$ cat config.mk
export PLATFORM = sky130hd
export DESIGN_NAME = ctpr_stage
export DESIGN_NICKNAME = d
export VERILOG_FILES = /design/src/hdl/assert_macros.svh /design/src/hdl/ctpr_pkg.sv /design/src/hdl/ctpr_stage.sv
export SDC_FILE = /design/constraint.sdc
export NUM_CORES = 1
export LEC_CHECK = 0
export ABC_AREA = 1
export BUFFER_PORTS_ARGS = -buffer_cell sky130_fd_sc_hd__buf_2
export CAP_MARGIN = 30
export CORE_UTILIZATION = 60
export CTS_CLUSTER_DIAMETER = 40
export CTS_CLUSTER_SIZE = 40
export DETAILED_ROUTE_END_ITERATION = 10
export HOLD_SLACK_MARGIN = 0.03
export PLACE_DENSITY = 0.91
export REMOVE_ABC_BUFFERS = 1
export SLEW_MARGIN = 10
export SYNTH_ARGS = -nofsm -noshare
export SYNTH_HDL_FRONTEND = slang
export SYNTH_SLANG_ARGS = --single-unit
$ cat constraint.sdc
create_clock -name clk_i -period 1.6 [get_ports clk_i]
set_input_delay 0.32 -clock clk_i [delete_from_list [all_inputs] [get_ports clk_i]]
set_output_delay 0.32 -clock clk_i [all_outputs]
set_load 0.05 [all_outputs]
$ cat src/hdl/assert_macros.svh
`ifndef ASSERT_MACROS_SVH
`define ASSERT_MACROS_SVH

// checked only while out of reset
`define CTPR_ASSERT(name, prop) \
  name: assert property (@(posedge clk_i) disable iff (!rst_ni) prop) \
    else $error("ctpr assertion failed");

// checked on every rising edge, also in reset
`define CTPR_ASSERT_ALWAYS(name, prop) \
  name: assert property (@(posedge clk_i) prop) \
    else $error("ctpr assertion failed");

`endif

$ cat src/hdl/ctpr_pkg.sv
package ctpr_pkg;

  localparam int PIX_W = 12;
  localparam int XY_W = 20;
  localparam int REM_W = 24;
  localparam int RAD_W = 16;
  localparam int CORDIC_STEPS = 24;
  localparam int STEPS_PER_STAGE = 2;
  localparam int CORDIC_STAGES = CORDIC_STEPS / STEPS_PER_STAGE;
  localparam int DIV_STEPS = 6;

  localparam logic [31:0] TURN_ZERO = 32'h0000_0000;
  localparam logic [31:0] TURN_QUARTER = 32'h4000_0000;
  localparam logic [31:0] TURN_HALF = 32'h8000_0000;
  localparam logic [31:0] TURN_3QUARTER = 32'hC000_0000;

  localparam logic [31:0] ATAN_TURNS [CORDIC_STEPS] = '{
    32'd536870912, 32'd316933406, 32'd167458907, 32'd85004757, 32'd42667331,
    32'd21354465, 32'd10679838, 32'd5340245, 32'd2670163, 32'd1335087,
    32'd667544, 32'd333772, 32'd166886, 32'd83443, 32'd41722, 32'd20861,
    32'd10430, 32'd5215, 32'd2608, 32'd1304, 32'd652, 32'd326, 32'd163, 32'd81
  };

  localparam logic [5:0] LABEL_BG = 6'd0;
  localparam logic [5:0] LABEL_FG = 6'd1;
  localparam logic [5:0] LABEL_CODE_BASE = 6'd3;

  localparam logic [15:0] RST_CENTER_X = 16'd14376;
  localparam logic [15:0] RST_CENTER_Y = 16'd14376;
  localparam logic [15:0] RST_DISK_RADIUS = 16'd6718;
  localparam logic [15:0] RST_RING_INNER = 16'd9069;
  localparam logic [15:0] RST_RING_OUTER = 16'd11421;
  localparam logic [15:0] RST_ANGLE_OFFSET = 16'd0;
  localparam logic [31:0] RST_CODE_WORD = 32'd0;
  localparam logic [9:0] RST_CONTROL = 10'd905;

  localparam int CTRL_STRAIGHT = 6;
  localparam int CTRL_CHESS = 7;
  localparam int CTRL_WHITE_BG = 8;
  localparam int CTRL_ZERO_BG = 9;

  typedef enum logic [3:0] {
    REG_CENTER_X = 4'd0,
    REG_CENTER_Y = 4'd1,
    REG_DISK_RADIUS = 4'd2,
    REG_RING_INNER = 4'd3,
    REG_RING_OUTER = 4'd4,
    REG_ANGLE_OFFSET = 4'd5,
    REG_CODE_WORD = 4'd6,
    REG_CONTROL = 4'd7
  } cfg_reg_e;

  typedef struct packed {
    logic [PIX_W-1:0] pixel_x;
    logic [PIX_W-1:0] pixel_y;
  } pix_in_t;

  typedef struct packed {
    logic [5:0] label;
    logic [7:0] gray;
  } pix_out_t;

  typedef struct packed {
    logic signed [XY_W-1:0] x;
    logic signed [XY_W-1:0] y;
    logic [31:0] z;
    logic fixed;
    logic [REM_W-1:0] rem;
    logic [4:0] quo;
    logic sat;
    logic numpos;
    logic dxpos;
    logic dyneg;
    logic code;
    logic disk;
  } stage_t;

endpackage

$ cat src/hdl/ctpr_stage.sv
module ctpr_stage import ctpr_pkg::*; #(
  parameter int STAGE_IDX = 0
) (
  input  logic         clk_i,
  input  logic         rst_ni,
  input  logic         en_i,
  input  logic         valid_i,
  input  stage_t       data_i,
  input  logic [16:0]  div_d_i,
  output logic         valid_o,
  output stage_t       data_o
);

  localparam int I0 = STAGE_IDX * STEPS_PER_STAGE;

  logic   valid_q;
  stage_t data_q, data_d;

  always_comb begin
    logic signed [XY_W-1:0] xs, ys;
    logic [REM_W-1:0] dsh;
    int d;
    data_d = data_i;
    for (int j = 0; j < STEPS_PER_STAGE; j++) begin
      xs = data_d.x >>> (I0 + j);
      ys = data_d.y >>> (I0 + j);
      if (!data_d.fixed) begin
        if (data_d.y >= 0) begin
          data_d.x = data_d.x + ys;
          data_d.y = data_d.y - xs;
          data_d.z = data_d.z + ATAN_TURNS[I0 + j];
        end else begin
          data_d.x = data_d.x - ys;
          data_d.y = data_d.y + xs;
          data_d.z = data_d.z - ATAN_TURNS[I0 + j];
        end
      end
      d = I0 + j;
      if (d < DIV_STEPS) begin
        dsh = REM_W'(div_d_i) << (5 - d);
        if (d == 0) begin
          data_d.sat = (data_d.rem >= dsh);
        end else if (!data_d.sat && data_d.rem >= dsh) begin
          data_d.rem = data_d.rem - dsh;
          data_d.quo[5 - d] = 1'b1;
        end
      end
    end
  end

  always_ff @(posedge clk_i or negedge rst_ni) begin
    if (!rst_ni) begin
      valid_q <= 1'b0;
    end else if (en_i) begin
      valid_q <= valid_i;
    end
  end

  always_ff @(posedge clk_i) begin
    if (en_i) begin
      data_q <= data_d;
    end
  end

  assign valid_o = valid_q;
  assign data_o = data_q;

endmodule

==> results of run 1 <==
kinds of logic after synthesis:
family	Yosys count	synth area share [%]
AND/OR/NAND/NOR	1019	32.63
AO/OA/AOI/OAI	334	13.73
flip-flops	109	23.38
adder cells (fa/ha/maj)	170	15.64
multiplexers	1	0.08054
XOR/XNOR	73	4.573
buffers and inverters	347	9.970
through the flow:
stage	area, um2	cells	hold WS (ps)	utilization [%]	setup slack [ps]
floorplan	13690	1999	24.41	-	-3414
global placement	19770	3145	93.90	86.80	-3137
detailed placement	19770	3145	96.28	86.80	-3821
synth_stat cells (2+ instances only):
cell,instances
nor2_2,8
nor2_1,139
inv_2,22
nand3_1,198
nand3_2,14
o2111ai_1,3
o21ai_1,10
nand3b_1,4
xor2_1,39
nand2_2,37
fa_1,8
a31oi_1,17
edfxtp_1,108
a21boi_1,3
a21o_1,6
nor3_1,11
buf_4,10
nand4_1,24
a21oi_4,2
o21a_1,4
buf_1,5
o31ai_1,10
a21oi_1,139
o21bai_1,9
a211oi_1,3
ha_1,162
a21oi_2,9
nor4_1,4
nand2_4,8
o211ai_1,5
clkbuf_1,16
and2_1,6
inv_1,270
nor3_2,3
o22ai_1,2
nor2_4,7
xnor2_1,34
buf_2,19
or2_2,13
buf_6,4
o21ai_0,101
nand2_1,540
==> flow_summary.ini, run 1 <==
[clock_tree]
cts_resized = 565
cts_buffer_depth = 2
numCtsBuffers = 9
cts_hold_buf = 1
htreeDepth = 3
clockRootBuffer = clkbuf_16
postCtsSetupRepairBufs = 118
cts_num_sinks = 109

[place]
numPortBuffers = 236
dp_hpwl_mm = 49.88
routabilityCongestion = 1.113

[die]
pin_count = 238
num_rows = 55
die_w_um = 154.7
initial_core_util_pct = 61.38
die_y_um = 154.7

[yosys]
synthDistinctLibCells = 59
synthArstFlopShare_pct = 0.9174
synth_cells = 2053
yosys_most_used_dff = edfxtp_1
yosys_warnings = 0
yosys.area.top_type_share_pct = 23.20
synth_edf_count = 108
syn_area_per_cell_um2 = 6.810
syn_area_mm2 = 0.01398
synth_area_leader_cell = edfxtp_1
synthTopCellsByArea = edfxtp_1 (23%), ha_1 (14%), nand2_1 (14%)
ys_ff_latch = 109
seq_area_frac_synth_pct = 23.38

[outcome]
stop_stage = 4_1_cts
tool.error = [ERROR DPL-0038] Utilization greater than 100%, impossible to legalize
status = aborted with a tool error
==> run 2: changes to the inputs <==
- CORE_UTILIZATION: 60 -> 40
- CTS_CLUSTER_DIAMETER: 40 -> default
- CTS_CLUSTER_SIZE: 40 -> default
- HOLD_SLACK_MARGIN: 0.03 -> default
- PLACE_DENSITY: 0.91 -> default
- PLACE_DENSITY_LB_ADDON: default -> 0.15
==> run 2 against run 1 <==
The flow now finishes, with violations (setup timing); synthesized area did not move; synthesized cell count stayed put.
==> flow_summary.ini, run 2 <==
[final_layout]
layout_common_cells = buf_4 (680), nand2_1 (477), inv_1 (234)
multi_input_area_mm2 = 0.01093
drive_gt1_share_pct = 46.81
largest_reg_flops = 108
nets = 3257
final_common_cell = buf_4
n_antenna_cell = 0
seq_area_mm2 = 0.003268
area_growth_pct = 64.35
utilization_pct = 66.68
fillers = 2988

[die]
initial_core_util_pct = 40.57
num_rows = 68
die_area_mm2 = 0.03570
core_area_mm2 = 0.03446
die_y_um = 189.0
pin_count = 238
die_w_um = 189.0

[timing]
hold_viol = 0
fin_crit_ps = 4320
fmax_ghz = 0.2315
relSlewSlack_pct = 58.60
setup_violations = 92
hold_ws_ps = 130.7
rsz0062_at_grt = yes
period_share_pct = 270.0
tightestPinTransition_ps = 621.0
worst_slack_ps = -2720
drv_slew = 0
skew_ps = 0

[worst_setup_path]
crit_path_max_fanout = 5
ff2ff_path_depth = 1
critPathKind = in2reg
crit_buf_inv = 4
r2r_setup_slack_ps = 840
r2r_end = valid_o
path_delay_family = simple AND/OR/NAND/NOR gates
slowest_stage = ha_1
timing.critical_path.mode_cell = nand2_1
required_ps = 1730
crit_cells = 35
arrival_ps = 4450
critPathLaunchType = input port
endpoint_kind = register
regToRegStartpoint = valid_o
max_stage_delay_ps = 250

[min_path]
hold_path_end = data_o[0]
whs_path_depth = 1
worstHoldStart = data_i[0]
hp-class = in2reg

[routing]
wl_mm = 54.12
drc = 0
drt_iter0_markers = 1008
via_per_inst = 5.007
firstDrtPassIters = 7
wire_per_inst_um = 15.83
final_antenna_net_count = 0
vias = 17110

[yosys]
synth_edf_count = 108
seq_area_frac_synth_pct = 23.38
yosys_warnings = 0
synthDistinctLibCells = 59
synthArstFlopShare_pct = 0.9174
ys_ff_latch = 109
yosys.area.top_type_share_pct = 23.20
synth_cells = 2053
synth_commonest_cells = nand2_1 (540), inv_1 (270), nand3_1 (198), ha_1 (162)
synthTopCellsByArea = edfxtp_1 (23%), ha_1 (14%), nand2_1 (14%)
syn_area_per_cell_um2 = 6.810
yosysMostFrequentCell = nand2_1
yosys_most_used_dff = edfxtp_1
syn_area_mm2 = 0.01398
synth_area_leader_cell = edfxtp_1

[global_route]
busiest_layer = met2
grt_pass1_wl_mm = 82.30
gr-usage-met2_pct = 51.91
grt-ovfl-total = 0
grt_use_met3_pct = 2.076
grt_pass1_vias = 16650
grt_util_all_layers_pct = 28.90
grt_util_met1_pct = 35.96
grt_antenna_before_repair = 0
grt_max_degree = 55

[clock_tree]
numCtsBuffers = 9
htreeDepth = 3
cts_num_sinks = 109
clk_pin_slew_ps = 80
clk_latency_ps = 360
clockRootBuffer = clkbuf_16
cts_buffer_depth = 2
cts_tree = done

[place]
dp_hpwl_mm = 43.08
routabilityCongestion = 0.9519
numPortBuffers = 236

[job]
cap_violations = 0

[power]
power.density_mw_per_mm2 = 846.0
power_leakage_uw = 0.01190
peakVddDrop_mv = 0.6054

[outcome]
status = finished, violations left
violations = setup timing
==> run 2: cell counts after synthesis <==
No cell type changed its count.
==> run 2: how the worst max path moves through the flow <==
stage                          start          end  slack, ps
after global routing      data_i[72]  data_o[100]      -2950
after floorplan           data_i[74]   data_o[87]      -3410
final                     data_i[91]  data_o[100]      -2720
after detailed placement  data_i[78]   data_o[87]      -3400
after CTS                 data_i[72]   data_o[61]      -2630
after global placement    data_i[74]  data_o[100]      -3310
==> run 2: power by group <==
part,switching [uW],internal [uW]
registers,126,3680
clock network,1150,1070
logic,7470,5950
==> run 2: cell type report <==
| type | instances | area share (%) |
|---|---|---|
| timing repair buffer | 948 | 29.65 |
| tap | 455 | 2.478 |
| sequential | 109 | 14.22 |
| clock inverter | 7 | 0.2124 |
| inverter | 293 | 4.895 |
| clock buffer | 9 | 0.9801 |
| multi-input combinational | 1597 | 47.56 |
==> run 2: cell families after synthesis <==
family	synth area share, %
adders and majority gates	15.64
DFF	23.38
buffers and inverters	9.970
xor gates and xnor gates	4.573
AOI/OAI and AO/OA	13.73
and+or+nand+nor	32.63
muxes	0.08054
==> run 2: repair_timing <==
item,CTS,global route
setup endpoints to repair,92,92
resized for setup,203,268
endpoints found under the hold margin,1,0
hold buffers,1,0
buffers inserted,43,33
pin swaps,79,157
==> run 2: per-layer routing <==
layer	share of wire (%)	vias to the layer above
li1	-	8615
met1	42	7907
met2	50	488
met3	4.4	104
met4	3.4	0
met5	0	-
==> run 2: stage by stage <==
stage / cell area, um2 / TNS, ps / total power (uW) / setup slack, ps / instances
floorplan: 13690 / -216810 / 10060 / -3414 / 1999
CTS: 21690 / -160570 / 18150 / -2631 / 3391
global route: 22980 / -176660 / 20700 / -2948 / 3418
global placement: 20330 / -217060 / 14840 / -3306 / 3331
detailed placement: 20330 / -223430 / 15010 / -3402 / 3331
finish: 22980 / -159940 / 19440 / -2720 / 3418
Power figures use the tool's default switching activity.
==> run 3: changes to the inputs <==
- ABC_AREA: 1 -> default
==> run 3 against run 2 <==
The run still ends with setup timing left; via count is 9.6% lower; maximum frequency is 21% lower; critical path depth is 7 lower; clock power is 2% higher; wire length is 5.0% lower; largest power group unchanged; critical path type unchanged; combinational power is 9% higher; synthesized area is 5.9% lower; total power is 6.5% higher; synthesized cell count is 23% lower; count of clock-buffer cells in the layout is 2 higher.
==> flow_summary.ini, run 3 <==
[routing]
wire_per_inst_um = 17.89
final_antenna_net_count = 0
firstDrtPassIters = 5
via_per_inst = 5.383
drt_iter0_markers = 945
vias = 15470
wl_mm = 51.41
drc = 0

[timing]
fmax_ghz = 0.1823
fin_crit_ps = 5487
skew_ps = 0
worst_slack_ps = -3887
rsz0062_at_grt = yes
relSlewSlack_pct = 51.63
hold_ws_ps = 129.3
tightestPinTransition_ps = 716.5
drv_slew = 0
hold_viol = 0
period_share_pct = 342.9
setup_violations = 92

[place]
dp.cells = 2786
dp_hpwl_mm = 38.87
routabilityCongestion = 0.9167
pre_cts_ws_ps = -4794
numPortBuffers = 236

[global_route]
grt_util_all_layers_pct = 29.51
grt_max_degree = 54
grt-ovfl-total = 0
grt_pass1_vias = 15350
grt_antenna_before_repair = 2
grt_pass1_wl_mm = 78.51

[yosys]
yosysMostFrequentCell = ha_1
yosys.area.top_type_share_pct = 24.66
synthTopCellsByArea = edfxtp_1 (25%), ha_1 (15%), xnor2_1 (5.2%)
synthDistinctLibCells = 88
seq_area_frac_synth_pct = 24.85
synth_area_leader_cell = edfxtp_1
synth_commonest_cells = ha_1 (162), nand2_1 (137), inv_1 (124), o21ai_0 (123), edfxtp_1 (108)
synth_cells = 1580
yosys_warnings = 0
synthArstFlopShare_pct = 0.9174
syn_area_mm2 = 0.01315
synth_edf_count = 108
yosys_most_used_dff = edfxtp_1
ys_ff_latch = 109
syn_area_per_cell_um2 = 8.324

[die]
die_w_um = 183.3
pin_count = 238
die_y_um = 183.3
initial_core_util_pct = 40.53
die_area_mm2 = 0.03361
core_area_mm2 = 0.03245
num_rows = 66

[clock_tree]
htreeDepth = 3
clk_latency_ps = 360
cts_tree = done
clockRootBuffer = clkbuf_16
numCtsBuffers = 9
clk_pin_slew_ps = 90
cts_num_sinks = 109
cts_buffer_depth = 2

[worst_setup_path]
crit_path_max_fanout = 4
regToRegStartpoint = valid_o
cp-startpoint = data_i[92]
required_ps = 1810
arrival_ps = 5690
critPathLaunchType = input port
endpoint_kind = register
critPathKind = in2reg

[power]
power_leakage_uw = 0.01043
switching_share_pct = 43.95
power.density_mw_per_mm2 = 949.5
peakVddDrop_mv = 0.6597
p_comb_share_pct = 70.3
power.switching_uw = 9097
seqPwrFrac_pct = 18.8
clock_power_share_pct = 10.9
internal_power_uw = 11600

[min_path]
worstHoldStart = data_i[8]
hp-class = in2reg

[final_layout]
multi_input_area_mm2 = 0.01063
seq_area_mm2 = 0.003268
area_growth_pct = 65.74
nets = 2724
final_common_cell = buf_4
largest_reg_flops = 108
stdcell_count = 2873
drive_gt1_share_pct = 48.40
fillers = 2637
layout_common_cells = buf_4 (601), buf_2 (225), ha_1 (138)

[outcome]
status = finished, violations left
violations = setup timing

[job]
cap_violations = 0
-- run 3: area by class of cell --
cell class                      count  area share [%]
Clock buffer                       11           1.113
Sequential cell                   109           14.99
Multi-Input combinational cell   1281           48.76
Tap cell                          442           2.537
Antenna cell                        1         0.01148
Inverter                          132           2.365
Timing Repair Buffer              892           30.03
Clock inverter                      5          0.1837
-- run 3: kinds of logic after synthesis --
family          Yosys count  synth area share (%)
xor+xnor                121                 8.115
compound gates          507                 25.83
buf+inv                 190                 5.489
flops                   109                 24.85
fa+ha+maj               170                 16.63
simple gates            465                 17.67
mux                      18                 1.427
-- run 3: layer usage --
| layer | up-vias | GRT usage, % | wire, um | part of all wire (%) |
|---|---|---|---|---|
| met4 | 2 | 11.30 | 1897 | 3.7 |
| met5 | - | 0 | 13 | 0.025 |
| li1 | 7505 | - | - | - |
| met1 | 7316 | 36.91 | 21810 | 42 |
| met2 | 530 | 52.38 | 25370 | 49 |
| met3 | 113 | 2.562 | 2308 | 4.5 |
-- run 3: path summary, 6_finish.rpt --
check / slack, ps / cells past startpoint / to
max reg2reg: 860 / 1 / valid_o
min: 130 / 1 / data_o[8]
max in group asynchronous: 1260 / 2 / valid_o
max: -3890 / 28 / data_o[86]
min in group asynchronous: 260 / 2 / valid_o
min reg2reg: 510 / 1 / valid_o
-- run 3: worst max-delay path: stages --
cell and delay (ps):
buf_8 100, buf_6 110, buf_6 110, ha_4 150
or3_4 360, or3_4 380, and3b_2 250, o21ai_4 190
a31oi_4 120, xor2_2 180, a31oi_4 250, inv_4 90
buf_6 130, buf_6 120, a21oi_4 110, xnor2_1 130
ha_1 260, a21o_1 200, nor3_2 200, a221oi_2 110
a41o_1 240, o41a_1 350, a31o_4 280, and4_1 190
a211oi_2 170, a31oi_2 140, o21a_1 210, o31ai_2 210
-- run 3: power groups by stage --
stage / Sequential (uW) / Clock [uW] / Combinational [uW]
after floorplan: 5570 / 0 / 5170
after global placement: 3940 / 0 / 11500
after detailed placement: 3950 / 0 / 11700
after CTS: 3890 / 2300 / 13500
after global routing: 3930 / 2400 / 15600
final: 3890 / 2250 / 14600
-- run 3: repair_timing --
| action | in CTS | in global routing |
|---|---|---|
| pin swaps | 186 | 151 |
| cloned | 4 | 0 |
| endpoints found under the setup margin | 92 | 92 |
| resized for setup | 315 | 144 |
| hold buffers | 1 | 0 |
| endpoints found under the hold margin | 1 | 0 |
| setup buffers | 67 | 42 |
-- run 3: stage by stage --
| stage | power, uW | setup TNS [ps] | instance area (um2) | utilization [%] |
|---|---|---|---|---|
| final | 20700 | -233320 | 21800 | 67.17 |
| after global routing | 21890 | -245190 | 21800 | 67.17 |
| after CTS | 19680 | -236140 | 21080 | 64.95 |
| after detailed placement | 15680 | -292710 | 19180 | 59.11 |
| after global placement | 15490 | -286700 | 19180 | 59.11 |
| after floorplan | 10740 | -426530 | 12930 | - |
